===== config.mk =====
export PLATFORM = sky130hd
export DESIGN_NAME = rms_current_meter
export DESIGN_NICKNAME = d
export VERILOG_FILES = /design/src/hdl/rcm_pkg.sv /design/src/hdl/rcm_front.sv /design/src/hdl/rcm_fifo.sv /design/src/hdl/rcm_divider.sv /design/src/hdl/rcm_back.sv /design/src/hdl/rms_current_meter.sv
export SDC_FILE = /design/constraint.sdc
export NUM_CORES = 2
export LEC_CHECK = 0
export BUFFER_PORTS_ARGS = -buffer_cell sky130_fd_sc_hd__buf_2
export CORE_ASPECT_RATIO = 1.4
export CORE_MARGIN = 8
export CORE_UTILIZATION = 25
export CTS_BUF_LIST = sky130_fd_sc_hd__clkbuf_8 sky130_fd_sc_hd__clkbuf_16
export DETAILED_ROUTE_END_ITERATION = 10
export HOLD_SLACK_MARGIN = 0.12
export PLACE_DENSITY = 0.44
export SLEW_MARGIN = 0
export SYNTH_ARGS = -nofsm -noshare
export SYNTH_HDL_FRONTEND = slang
export SYNTH_HIERARCHICAL = 1
export SYNTH_SLANG_ARGS = --single-unit

===== constraint.sdc =====
create_clock -name clk -period 10.3 [get_ports clk]
set_input_delay 1.545 -clock clk [delete_from_list [all_inputs] [get_ports clk]]
set_output_delay 1.545 -clock clk [all_outputs]
set_load 0.02 [all_outputs]

===== src/hdl/rcm_pkg.sv =====
package rcm_pkg;

	localparam int ADC_BITS_DEF   = 10;
	localparam int MAX_WINDOW_DEF = 4096;

	localparam int ZO_W   = 10;
	localparam int WIN_W  = 13;
	localparam int SENS_W = 10;
	localparam int LV_W   = 9;
	localparam int CFG_W  = 13;
	localparam int IDX_W  = 2;

	localparam int SUM_W  = 33;
	localparam int RMS_W  = 18;
	localparam int CUR_W  = 23;
	localparam int PWR_W  = 21;

	localparam int ZO_RST   = 512;
	localparam int WIN_RST  = 1000;
	localparam int SENS_RST = 100;
	localparam int LV_RST   = 230;

	// mean is shifted left by 16 before the root
	localparam int FRAC_SHIFT = 16;
	localparam int ROOT_W     = (SUM_W + FRAC_SHIFT + 1) / 2;
	localparam int RAD_W      = 2 * ROOT_W;
	localparam int REM_W      = ROOT_W + 3;
	localparam int PROD_W     = ROOT_W + CUR_W;

	localparam int CUR_SCALE  = 5000000;
	localparam int SENS_SHIFT = 18;
	localparam int PWR_DIV    = 1000;
	localparam int CUR_MAX    = 5000000;
	localparam int PWR_MAX    = 2000000;

	// divide by 1000 as a reciprocal multiply and shift, exact for 32-bit products
	localparam int PWR_RECIP       = 274877907;
	localparam int PWR_RECIP_W     = 29;
	localparam int PWR_RECIP_SHIFT = 38;
	localparam int PDIV_W          = CUR_W + LV_W + PWR_RECIP_W;
	localparam int PWR_Q_W         = PDIV_W - PWR_RECIP_SHIFT;

	localparam int QUEUE_DEPTH = 2;

	typedef enum logic [IDX_W-1:0] {
		REG_ZERO_OFFSET,
		REG_WINDOW_LENGTH,
		REG_SENSITIVITY,
		REG_LINE_VOLTAGE
	} cfg_reg_t;

	typedef struct packed {
		logic [ZO_W-1:0]   zero_offset;
		logic [WIN_W-1:0]  window_length;
		logic [SENS_W-1:0] sensitivity;
		logic [LV_W-1:0]   line_voltage;
	} cfg_t;

	// one closed window handed to the back end
	typedef struct packed {
		logic [SUM_W-1:0]  sum;
		logic [WIN_W-1:0]  win;
		logic [SENS_W-1:0] sens;
		logic [LV_W-1:0]   lv;
	} job_t;

	typedef enum logic [3:0] {
		ST_IDLE,
		ST_MEAN,
		ST_ROOT,
		ST_MULC,
		ST_DIVC_GO,
		ST_DIVC,
		ST_MULP,
		ST_DIVP_GO,
		ST_DIVP,
		ST_DONE
	} back_state_t;

endpackage


===== src/hdl/rcm_front.sv =====
module rcm_front import rcm_pkg::*; #(
	parameter int ADC_BITS   = ADC_BITS_DEF,
	parameter int MAX_WINDOW = MAX_WINDOW_DEF
) (
	input  logic                clk,
	input  logic                arst_n,
	input  cfg_t                cfg,
	input  logic                in_valid,
	output logic                in_ready,
	input  logic [ADC_BITS-1:0] adc_sample,
	input  logic                q_full,
	output logic                q_push,
	output job_t                q_job
);

	localparam int DIFF_W = (ADC_BITS > ZO_W) ? ADC_BITS : ZO_W;
	localparam int SQ_W   = 2 * DIFF_W;

	logic [SUM_W-1:0]  sum_q;
	logic [WIN_W-1:0]  count_q;
	logic [WIN_W-1:0]  count_inc;
	logic [WIN_W-1:0]  win;
	logic [SENS_W-1:0] sens;
	logic [DIFF_W-1:0] samp_ext;
	logic [DIFF_W-1:0] zo_ext;
	logic [DIFF_W-1:0] diff;
	logic [SQ_W-1:0]   sq;
	logic [SUM_W-1:0]  sum_next;
	logic              close;
	logic              accept;

	always_comb begin
		if (cfg.window_length == '0) begin
			win = WIN_W'(1);
		end else if (32'(cfg.window_length) > MAX_WINDOW) begin
			win = WIN_W'(MAX_WINDOW);
		end else begin
			win = cfg.window_length;
		end
	end

	assign sens      = (cfg.sensitivity == '0) ? SENS_W'(1) : cfg.sensitivity;
	assign samp_ext  = DIFF_W'(adc_sample);
	assign zo_ext    = DIFF_W'(cfg.zero_offset);
	assign diff      = (samp_ext >= zo_ext) ? samp_ext - zo_ext : zo_ext - samp_ext;
	assign sq        = SQ_W'(diff) * SQ_W'(diff);
	assign sum_next  = sum_q + SUM_W'(sq);
	assign count_inc = count_q + WIN_W'(1);
	assign close     = (count_inc >= win);

	// stall only when this word would close a window and the queue is full
	assign in_ready = !(close && q_full);
	assign accept   = in_valid && in_ready;
	assign q_push   = accept && close;

	always_comb begin
		q_job.sum  = sum_next;
		q_job.win  = win;
		q_job.sens = sens;
		q_job.lv   = cfg.line_voltage;
	end

	always_ff @(posedge clk or negedge arst_n) begin
		if (!arst_n) begin
			sum_q   <= '0;
			count_q <= '0;
		end else if (accept) begin
			sum_q   <= close ? '0 : sum_next;
			count_q <= close ? '0 : count_inc;
		end
	end

endmodule


===== src/hdl/rcm_fifo.sv =====
module rcm_fifo import rcm_pkg::*; #(
	parameter int DEPTH = QUEUE_DEPTH
) (
	input  logic clk,
	input  logic arst_n,
	input  logic push,
	input  job_t push_job,
	input  logic pop,
	output job_t head,
	output logic empty,
	output logic full
);

	localparam int PTR_W = (DEPTH > 1) ? $clog2(DEPTH) : 1;
	localparam int CNT_W = $clog2(DEPTH + 1);

	job_t             mem_q [DEPTH];
	logic [PTR_W-1:0] wr_ptr_q;
	logic [PTR_W-1:0] rd_ptr_q;
	logic [CNT_W-1:0] cnt_q;

	assign empty = (cnt_q == '0);
	assign full  = (cnt_q == CNT_W'(DEPTH));
	assign head  = mem_q[rd_ptr_q];

	always_ff @(posedge clk) begin
		if (push) begin
			mem_q[wr_ptr_q] <= push_job;
		end
	end

	always_ff @(posedge clk or negedge arst_n) begin
		if (!arst_n) begin
			wr_ptr_q <= '0;
			rd_ptr_q <= '0;
			cnt_q    <= '0;
		end else begin
			if (push) begin
				wr_ptr_q <= (wr_ptr_q == PTR_W'(DEPTH - 1)) ? '0 : wr_ptr_q + PTR_W'(1);
			end
			if (pop) begin
				rd_ptr_q <= (rd_ptr_q == PTR_W'(DEPTH - 1)) ? '0 : rd_ptr_q + PTR_W'(1);
			end
			if (push && !pop) begin
				cnt_q <= cnt_q + CNT_W'(1);
			end else if (pop && !push) begin
				cnt_q <= cnt_q - CNT_W'(1);
			end
		end
	end

	a_no_overflow: assert property (@(posedge clk) disable iff (!arst_n)
		full && !pop |-> !push)
		else $error("window queue written while full");

	a_no_underflow: assert property (@(posedge clk) disable iff (!arst_n)
		empty |-> !pop)
		else $error("window queue read while empty");

endmodule


===== src/hdl/rcm_divider.sv =====
module rcm_divider import rcm_pkg::*; #(
	parameter int NUM_W = SUM_W,
	parameter int DEN_W = WIN_W
) (
	input  logic             clk,
	input  logic             arst_n,
	input  logic             start,
	input  logic [NUM_W-1:0] num,
	input  logic [DEN_W-1:0] den,
	output logic             done,
	output logic [NUM_W-1:0] quot
);

	localparam int CNT_W = $clog2(NUM_W + 1);

	logic [NUM_W-1:0] quo_q;
	logic [DEN_W-1:0] den_q;
	logic [DEN_W-1:0] rem_q;
	logic [CNT_W-1:0] cnt_q;
	logic             busy_q;
	logic             done_q;
	logic [DEN_W:0]   trial;
	logic             fits;

	// restoring division, one quotient bit per cycle
	assign trial = {rem_q, quo_q[NUM_W-1]};
	assign fits  = (trial >= {1'b0, den_q});
	assign done  = done_q;
	assign quot  = quo_q;

	always_ff @(posedge clk) begin
		if (start) begin
			quo_q <= num;
			den_q <= den;
			rem_q <= '0;
		end else if (busy_q) begin
			rem_q <= fits ? DEN_W'(trial - {1'b0, den_q}) : DEN_W'(trial);
			quo_q <= {quo_q[NUM_W-2:0], fits};
		end
	end

	always_ff @(posedge clk or negedge arst_n) begin
		if (!arst_n) begin
			busy_q <= 1'b0;
			done_q <= 1'b0;
			cnt_q  <= '0;
		end else begin
			done_q <= 1'b0;
			if (start) begin
				busy_q <= 1'b1;
				cnt_q  <= CNT_W'(NUM_W);
			end else if (busy_q) begin
				cnt_q <= cnt_q - CNT_W'(1);
				if (cnt_q == CNT_W'(1)) begin
					busy_q <= 1'b0;
					done_q <= 1'b1;
				end
			end
		end
	end

	a_start_idle: assert property (@(posedge clk) disable iff (!arst_n)
		start |-> !busy_q && !done_q)
		else $error("divider restarted before it finished");

endmodule


===== src/hdl/rcm_back.sv =====
module rcm_back import rcm_pkg::*; (
	input  logic             clk,
	input  logic             arst_n,
	input  logic             q_empty,
	input  job_t             q_head,
	output logic             q_pop,
	output logic             out_valid,
	input  logic             out_ready,
	output logic [RMS_W-1:0] rms_counts_q8,
	output logic [CUR_W-1:0] current_ma,
	output logic [PWR_W-1:0] power_va
);

	localparam int RCNT_W = $clog2(ROOT_W + 1);

	back_state_t        state_q;
	back_state_t        state_d;
	job_t               job_q;
	logic [RAD_W-1:0]   rad_q;
	logic [REM_W-1:0]   rem_q;
	logic [ROOT_W-1:0]  root_q;
	logic [RCNT_W-1:0]  root_cnt_q;
	logic [PROD_W-1:0]  prod_q;
	logic [PDIV_W-1:0]  pdiv_q;
	logic [CUR_W-1:0]   cur_q;
	logic [PWR_W-1:0]   pwr_q;
	logic               out_valid_q;
	logic [RMS_W-1:0]   rms_out_q;
	logic [CUR_W-1:0]   cur_out_q;
	logic [PWR_W-1:0]   pwr_out_q;

	logic               div_start;
	logic [SUM_W-1:0]   div_num;
	logic [WIN_W-1:0]   div_den;
	logic               div_done;
	logic [SUM_W-1:0]   div_quot;

	logic [REM_W-1:0]   rem_sh;
	logic [REM_W-1:0]   root_trial;
	logic               root_fits;
	logic               out_load;

	rcm_divider #(
		.NUM_W(SUM_W),
		.DEN_W(WIN_W)
	) u_div (
		.clk   (clk),
		.arst_n(arst_n),
		.start (div_start),
		.num   (div_num),
		.den   (div_den),
		.done  (div_done),
		.quot  (div_quot)
	);

	// digit-by-digit square root, two radicand bits per cycle
	assign rem_sh     = {rem_q[REM_W-3:0], rad_q[RAD_W-1 -: 2]};
	assign root_trial = {1'b0, root_q, 2'b01};
	assign root_fits  = (rem_sh >= root_trial);

	assign out_load = (state_q == ST_DONE) && (!out_valid_q || out_ready);

	always_comb begin
		state_d   = state_q;
		q_pop     = 1'b0;
		div_start = 1'b0;
		div_num   = q_head.sum;
		div_den   = q_head.win;
		unique case (state_q)
			ST_IDLE: begin
				if (!q_empty) begin
					q_pop     = 1'b1;
					div_start = 1'b1;
					state_d   = ST_MEAN;
				end
			end
			ST_MEAN: begin
				if (div_done) begin
					state_d = ST_ROOT;
				end
			end
			ST_ROOT: begin
				if (root_cnt_q == RCNT_W'(1)) begin
					state_d = ST_MULC;
				end
			end
			ST_MULC: begin
				state_d = ST_DIVC_GO;
			end
			ST_DIVC_GO: begin
				div_start = 1'b1;
				div_num   = SUM_W'(prod_q[PROD_W-1:SENS_SHIFT]);
				div_den   = WIN_W'(job_q.sens);
				state_d   = ST_DIVC;
			end
			ST_DIVC: begin
				if (div_done) begin
					state_d = ST_MULP;
				end
			end
			ST_MULP: begin
				state_d = ST_DIVP_GO;
			end
			ST_DIVP_GO: begin
				state_d = ST_DIVP;
			end
			ST_DIVP: begin
				state_d = ST_DONE;
			end
			ST_DONE: begin
				if (out_load) begin
					state_d = ST_IDLE;
				end
			end
			default: begin
				state_d = ST_IDLE;
			end
		endcase
	end

	always_ff @(posedge clk or negedge arst_n) begin
		if (!arst_n) begin
			state_q <= ST_IDLE;
		end else begin
			state_q <= state_d;
		end
	end

	always_ff @(posedge clk) begin
		if (q_pop) begin
			job_q <= q_head;
		end
		if (state_q == ST_MEAN && div_done) begin
			rad_q      <= RAD_W'({div_quot, FRAC_SHIFT'(0)});
			rem_q      <= '0;
			root_q     <= '0;
			root_cnt_q <= RCNT_W'(ROOT_W);
		end else if (state_q == ST_ROOT) begin
			rad_q      <= {rad_q[RAD_W-3:0], 2'b00};
			rem_q      <= root_fits ? rem_sh - root_trial : rem_sh;
			root_q     <= {root_q[ROOT_W-2:0], root_fits};
			root_cnt_q <= root_cnt_q - RCNT_W'(1);
		end
		if (state_q == ST_MULC) begin
			prod_q <= PROD_W'(root_q) * PROD_W'(CUR_SCALE);
		end else if (state_q == ST_MULP) begin
			prod_q <= PROD_W'(cur_q) * PROD_W'(job_q.lv);
		end
		if (state_q == ST_DIVC && div_done) begin
			cur_q <= (div_quot > SUM_W'(CUR_MAX)) ? CUR_W'(CUR_MAX) : div_quot[CUR_W-1:0];
		end
		// power over 1000 by reciprocal multiply, then shift and clip
		if (state_q == ST_DIVP_GO) begin
			pdiv_q <= PDIV_W'(prod_q[CUR_W+LV_W-1:0]) * PDIV_W'(PWR_RECIP);
		end
		if (state_q == ST_DIVP) begin
			pwr_q <= (pdiv_q[PDIV_W-1:PWR_RECIP_SHIFT] > PWR_Q_W'(PWR_MAX)) ?
				PWR_W'(PWR_MAX) : pdiv_q[PWR_RECIP_SHIFT +: PWR_W];
		end
		if (out_load) begin
			rms_out_q <= root_q[RMS_W-1:0];
			cur_out_q <= cur_q;
			pwr_out_q <= pwr_q;
		end
	end

	always_ff @(posedge clk or negedge arst_n) begin
		if (!arst_n) begin
			out_valid_q <= 1'b0;
		end else if (out_load) begin
			out_valid_q <= 1'b1;
		end else if (out_ready) begin
			out_valid_q <= 1'b0;
		end
	end

	assign out_valid     = out_valid_q;
	assign rms_counts_q8 = rms_out_q;
	assign current_ma    = cur_out_q;
	assign power_va      = pwr_out_q;

	a_load_from_done: assert property (@(posedge clk) disable iff (!arst_n)
		$rose(out_valid_q) |-> $past(state_q == ST_DONE))
		else $error("result word raised outside the done state");

endmodule


===== src/hdl/rms_current_meter.sv =====
// Accumulation: one sample per cycle while in_ready holds; a sample is summed at the edge
// that accepts it. Result path: the 33-step divider (mean), the 25-step square root, the
// divider again (current), then a reciprocal multiply and clip for power. Throughput: one
// sample per cycle unless a closing sample meets a full queue; a two-entry window queue
// absorbs closes while the back end is busy, then input stalls.
// Reset: asynchronous, clears sum, count, queue and result valid; config returns to defaults.
module rms_current_meter import rcm_pkg::*; #(
	parameter int ADC_BITS   = ADC_BITS_DEF,
	parameter int MAX_WINDOW = MAX_WINDOW_DEF
) (
	input  logic                clk,
	input  logic                arst_n,
	input  logic                cfg_we,
	input  logic [IDX_W-1:0]    cfg_index,
	input  logic [CFG_W-1:0]    cfg_data,
	input  logic                in_valid,
	output logic                in_ready,
	input  logic [ADC_BITS-1:0] adc_sample,
	output logic                out_valid,
	input  logic                out_ready,
	output logic [RMS_W-1:0]    rms_counts_q8,
	output logic [CUR_W-1:0]    current_ma,
	output logic [PWR_W-1:0]    power_va
);

	cfg_t cfg_q;
	job_t push_job;
	job_t head_job;
	logic q_push;
	logic q_pop;
	logic q_empty;
	logic q_full;

	always_ff @(posedge clk or negedge arst_n) begin
		if (!arst_n) begin
			cfg_q.zero_offset   <= ZO_W'(ZO_RST);
			cfg_q.window_length <= WIN_W'(WIN_RST);
			cfg_q.sensitivity   <= SENS_W'(SENS_RST);
			cfg_q.line_voltage  <= LV_W'(LV_RST);
		end else if (cfg_we) begin
			unique case (cfg_reg_t'(cfg_index))
				REG_ZERO_OFFSET:   cfg_q.zero_offset   <= cfg_data[ZO_W-1:0];
				REG_WINDOW_LENGTH: cfg_q.window_length <= cfg_data[WIN_W-1:0];
				REG_SENSITIVITY:   cfg_q.sensitivity   <= cfg_data[SENS_W-1:0];
				REG_LINE_VOLTAGE:  cfg_q.line_voltage  <= cfg_data[LV_W-1:0];
				default: begin
				end
			endcase
		end
	end

	rcm_front #(
		.ADC_BITS  (ADC_BITS),
		.MAX_WINDOW(MAX_WINDOW)
	) u_front (
		.clk       (clk),
		.arst_n    (arst_n),
		.cfg       (cfg_q),
		.in_valid  (in_valid),
		.in_ready  (in_ready),
		.adc_sample(adc_sample),
		.q_full    (q_full),
		.q_push    (q_push),
		.q_job     (push_job)
	);

	rcm_fifo #(
		.DEPTH(QUEUE_DEPTH)
	) u_fifo (
		.clk     (clk),
		.arst_n  (arst_n),
		.push    (q_push),
		.push_job(push_job),
		.pop     (q_pop),
		.head    (head_job),
		.empty   (q_empty),
		.full    (q_full)
	);

	rcm_back u_back (
		.clk          (clk),
		.arst_n       (arst_n),
		.q_empty      (q_empty),
		.q_head       (head_job),
		.q_pop        (q_pop),
		.out_valid    (out_valid),
		.out_ready    (out_ready),
		.rms_counts_q8(rms_counts_q8),
		.current_ma   (current_ma),
		.power_va     (power_va)
	);

endmodule


-- Yosys cells after proc, flatten, opt, wreduce, memory -nomap -nowiden
Memory sizes are Yosys's and may differ from the RTL's.
Index checks and enable logic that the tools add are counted.
Widths: inputs -> output; s select.
- add/sub/neg operators: 12
- multiply operators: 4
- magnitude comparators: 7
- eq/ne operators: 20
- mux-type cells: 41
- reduce and logical (&&, ||, !) cells: 28
- operators by type and width (operator ; count):
    $mux 33 ; 4
    $mux 49 ; 2
    $mux 48 ; 2
    $mul 32x29->61 const B ; 1
    $mux 13 ; 4
    $mul 25x17->42 const B ; 1
    $pmux 4 s10 ; 1
    $add 33x20->33 ; 1
    $gt 33x23->1 const B ; 1
    $mul 23x9->32 ; 1
    $mux 10 ; 3
    $ge 28x27->1 ; 1
    $mux 26 ; 1
    $sub 26x26->26 ; 1
    $gt 23x21->1 const B ; 1
    $mul 10x10->20 ; 1
    $mux 4 ; 5
    $sub 10x10->10 ; 2
    $eq 4x3->1 const B ; 4
    $ge 14x13->1 ; 1
    $mux 1 ; 14
    $add 13x1->13 const B ; 1
    $ge 13x13->1 ; 1
    $gt 13x13->1 const B ; 1
    other kinds (29) ; 57
- bits in registers: 488
- bits in writable memories: 130
- input bits: 30
- output and inout port bits: 64
- logic and storage cells: 146
- memories: 1
- memory list (memory ; words ; width ; rd ports ; clocked after Yosys merged registers in ; write ports ; RTL line ; RTL):
    u_fifo.mem_q ; 2 ; 65 ; 1 ; 0 ; 1 ; rcm_fifo.sv:17 ; job_t mem_q [DEPTH];

-- Logic depth before layout (Yosys ltp)
- depth after elaboration: 12
- depth in mapped cells: 32
- depth with buffers taken out: 29

-- Modules after synthesis
The synthesis kept the hierarchy.
- modules (own cells, without submodules) (module ; times used ; cells an instance ; area each (um^2)):
    rcm_back ; 1 ; 4029 ; 40284.9
    rcm_front ; 1 ; 906 ; 7524.7
    rcm_fifo ; 1 ; 218 ; 5038.6
    rcm_divider ; 1 ; 290 ; 3482.1
    rms_current_meter ; 1 ; 91 ; 1664.1

-- Worst setup path after synthesis
Ideal clock, no wire load.
- path type: input-to-reg
- from: input adc_sample[7]
- to: memory u_fifo/mem_q[0][56] in the netlist's numbering (data pin)
- setup time: 0.264 ns
- arrival time: 8.181 ns
- required time: 10.036 ns
- setup slack: 1.855 ns
- stages: 28
- cell sequence: inv_1 -> ha_1 -> buf_6 -> a21o_1 -> a211o_1 -> a21oi_2 -> nor4b_1 -> nor3_1 -> nor2_2 -> or2_1 -> fa_1 -> inv_1 -> fa_1 -> fa_1 -> fa_1 -> inv_1 -> fa_1 -> inv_1 -> ha_1 -> clkbuf_1 -> and3_1 -> a221o_1 -> a221o_1 -> a31oi_2 -> o21a_1 -> buf_4 -> nor2_1 -> xor2_1
- RTL lines (what ; RTL line ; RTL):
    start, declared ; rms_current_meter.sv:18 ; input logic [ADC_BITS-1:0] adc_sample,
    end, declared ; rcm_fifo.sv:17 ;

==> flow_metrics.tcl <==
set metrics [dict create \
    io_pins 94 \
    p_total_uw 19060 \
    cp_max_fo 10 \
    ys_seq_area_share_pct 27.85 \
    wl_met1_um 63290 \
    regToRegEndpoint "u_fifo/mem_q[1][58]" \
    area_growth_pct 11.04 \
    synth_edf_count 399 \
    cp-endpoint "u_fifo/mem_q[1][58]" \
    grt_usage_pct 12.60 \
    cts_buffers 69 \
    holdWs_ps 417.4 \
    root_buffer "clkbuf_16" \
    drc 0 \
    layout-drive-gt1-share_pct 9.759 \
    ant_nets 0 \
    synth_cell_types 106 \
    crit_start "adc_sample[7]" \
    vias 38340 \
    slowest_delay_ps 570 \
    hold_viol 0 \
    cts.reportedPaths.clkPinSlew_ps 60 \
    die_w_um 423.1 \
    top_layer "met4" \
    synth.avg_cell_area_sq_um 10.48 \
    rsz0062_at_grt "false" \
    grt_pass1_wl_um 246300 \
    path_class "in2reg" \
    reg2reg_from "cfg_q[32]" \
    drtPass1Iterations 5 \
    peakVddDrop_v 0.001192 \
    status "completed" \
    yosysWarnings 6 \
    drtIter0Drc 1529 \
    pwr_density_cell_nw_per_um2 296.0 \
    multiInputGateArea_sq_um 36890 \
    grt-ovfl-total 0 \
    nNetsFinal 7028 \
    register_area_sq_um 16150 \
    coreArea_sq_um 231200 \
    cp_data_arrival_time_ps 9270 \
    fill_cells 24370 \
    grt_pass1_vias 41680 \
    tritoncts "yes" \
    synthFlopType "edfxtp_1" \
    worstRegToRegCells 28 \
    rows 209 \
    setup_viol 0 \
    htreeDepth 3 \
    crit_slowest_cell "a211oi_1" \
    holdCritPathClass "reg2reg" \
    final_core_util_pct 27.86 \
    post-dp-hpwl_um 128000 \
    path_buf_inv 7 \
    wl_met2_um 86460 \
    fmax_mhz 112.7 \
    wl_per_cell_um 18.10 \
    postSynthRegisterBits 580 \
    grt_max_degree 87 \
    synthesis.nets 6983 \
    antenna_found_initial 4 \
    cts_resized 0 \
    skew_ps 41.36 \
    initial_core_util_pct 25.09 \
    netlist_area_sq_um 57990 \
    wl_um 157400 \
    rrSetupSlack_ps 1950 \
    layout_commonest_cell "inv_1" \
    gp_congestion 0.8480 \
    clockBufferDepth 3 \
    clk_latency_ps 670 \
    maxCapViolCount 0 \
    postCtsSetupRepairBufs 0 \
    crit_family "adder cells" \
    postCtsHoldBufs 0 \
    start_kind "input port" \
    p_leak_uw 0.03001 \
    fp.dieArea_sq_um 247900 \
    finalCritPeriodShare_pct 86.13 \
    synthCells 5534 \
    crit_path_end_kind "flop" \
    crit_cells 28 \
    critPathRequiredTime_ps 10700 \
    synthArstFlopShare_pct 18.10 \
    numPortBuffers 93 \
    vias_per_cell 4.407 \
    wl_met3_um 3404 \
    die_h_um 585.9 \
    slew-limit-headroom_pct 21.46 \
    layout_common_cells "inv_1, ha_1, fa_1, nand2_1, edfxtp_1" \
    worst_pin_slew_ps 1174 \
    clock_sinks 580 \
    maxSlewViolCount 0 \
    fin_setup_tns_ps 0 \
    fin_crit_ps 8871 \
]
[flip-flops by register name, summed over array words and instances (netlist names), 13 cells and up]
name	cells
u_back/rem_q	26
u_back/u_div/quot	33
u_back/root_q	25
u_front/sum_q	33
u_back/cur_q	23
u_back/power_va	21
u_back/rad_q	34
u_back/pwr_q	21
u_back/job_q	19
u_back/prod_q	48
u_back/current_ma	23
u_back/rms_counts_q8	18
u_back/u_div/den_q	13
u_front/count_q	13
u_back/pdiv_q	23
u_fifo/mem_q	130
cfg_q	42
u_back/u_div/rem_q	13
[worst min path at each step]
stage / from / to / slack [ps] / cells past startpoint
3_5_place_dp: u_back/pwr_q[10] / u_back/power_va[10] / 400 / 0
2_1_floorplan: u_back/pwr_q[0] / u_back/power_va[0] / 400 / 0
6_report: u_back/pwr_q[11] / u_back/power_va[11] / 420 / 0
4_1_cts: u_back/pwr_q[18] / u_back/power_va[18] / 420 / 0
3_3_place_gp: u_back/pwr_q[3] / u_back/power_va[3] / 400 / 0
5_1_grt: u_back/pwr_q[10] / u_back/power_va[10] / 430 / 0
[layer usage]
layer	GRT usage (%)	vias up
met3	1.251	202
li1	-	18400
met4	3.507	0
met2	24.80	437
met1	14.27	19300
met5	0	-
[synthesized netlist by cell type (40+ instances only)]
library cell / n / share of area [%]
nor3_1: 53 / 0.46
dfrtp_1: 90 / 3.9
a31oi_1: 40 / 0.43
a21o_1: 80 / 1.0
nand2_1: 422 / 2.7
nand2b_1: 48 / 0.52
xor2_1: 71 / 1.1
mux2_2: 132 / 2.6
xnor2_1: 91 / 1.4
o21ai_0: 192 / 1.7
clkbuf_1: 131 / 0.85
edfxtp_1: 399 / 21
dfxtp_1: 76 / 2.6
nand3_1: 98 / 0.85
ha_1: 782 / 17
mux2_4: 51 / 1.3
inv_1: 1119 / 7.2
and2_1: 117 / 1.3
nor2_1: 156 / 1.0
a21oi_1: 196 / 1.7
fa_1: 637 / 22
[power by group]
group | internal (uW) | switching (uW) | total [uW]
Clock | 1450 | 1120 | 2560
Combinational | 4990 | 7640 | 12600
Sequential | 3770 | 108 | 3870
Total | 10200 | 8860 | 19100
[cells by family after synthesis]
family / after synthesis / synth area share (%)
adder cells (fa/ha/maj): 1419 / 38.86
buffers and inverters: 1296 / 8.660
AND/OR/NAND/NOR: 1083 / 9.048
AO/OA/AOI/OAI: 788 / 8.818
flip-flops: 580 / 27.85
multiplexers: 204 / 4.246
XOR/XNOR: 164 / 2.522
[stage by stage]
| step | worst slack [ps] | std cells | area, sq um |
|---|---|---|---|
| after floorplan | 1855 | 5534 | 57990 |
| after global placement | 822.5 | 8567 | 61970 |
| after detailed placement | 778.1 | 8567 | 61970 |
| after CTS | 1491 | 8695 | 64380 |
| after global routing | 1041 | 8696 | 64390 |
| final | 1429 | 8699 | 64390 |
[layout make-up]
cell class                 count  share of cell area [%]
inverter                    1121                   6.534
antenna                        4                 0.01554
tap                         3059                   5.944
sequential                   580                   25.08
timing repair buffer         149                   1.380
clock buffer                  74                   2.823
multi-input combinational   3658                   57.29
clock inverter                54                  0.9249
No activity file was read; power rests on OpenSTA's default activity.
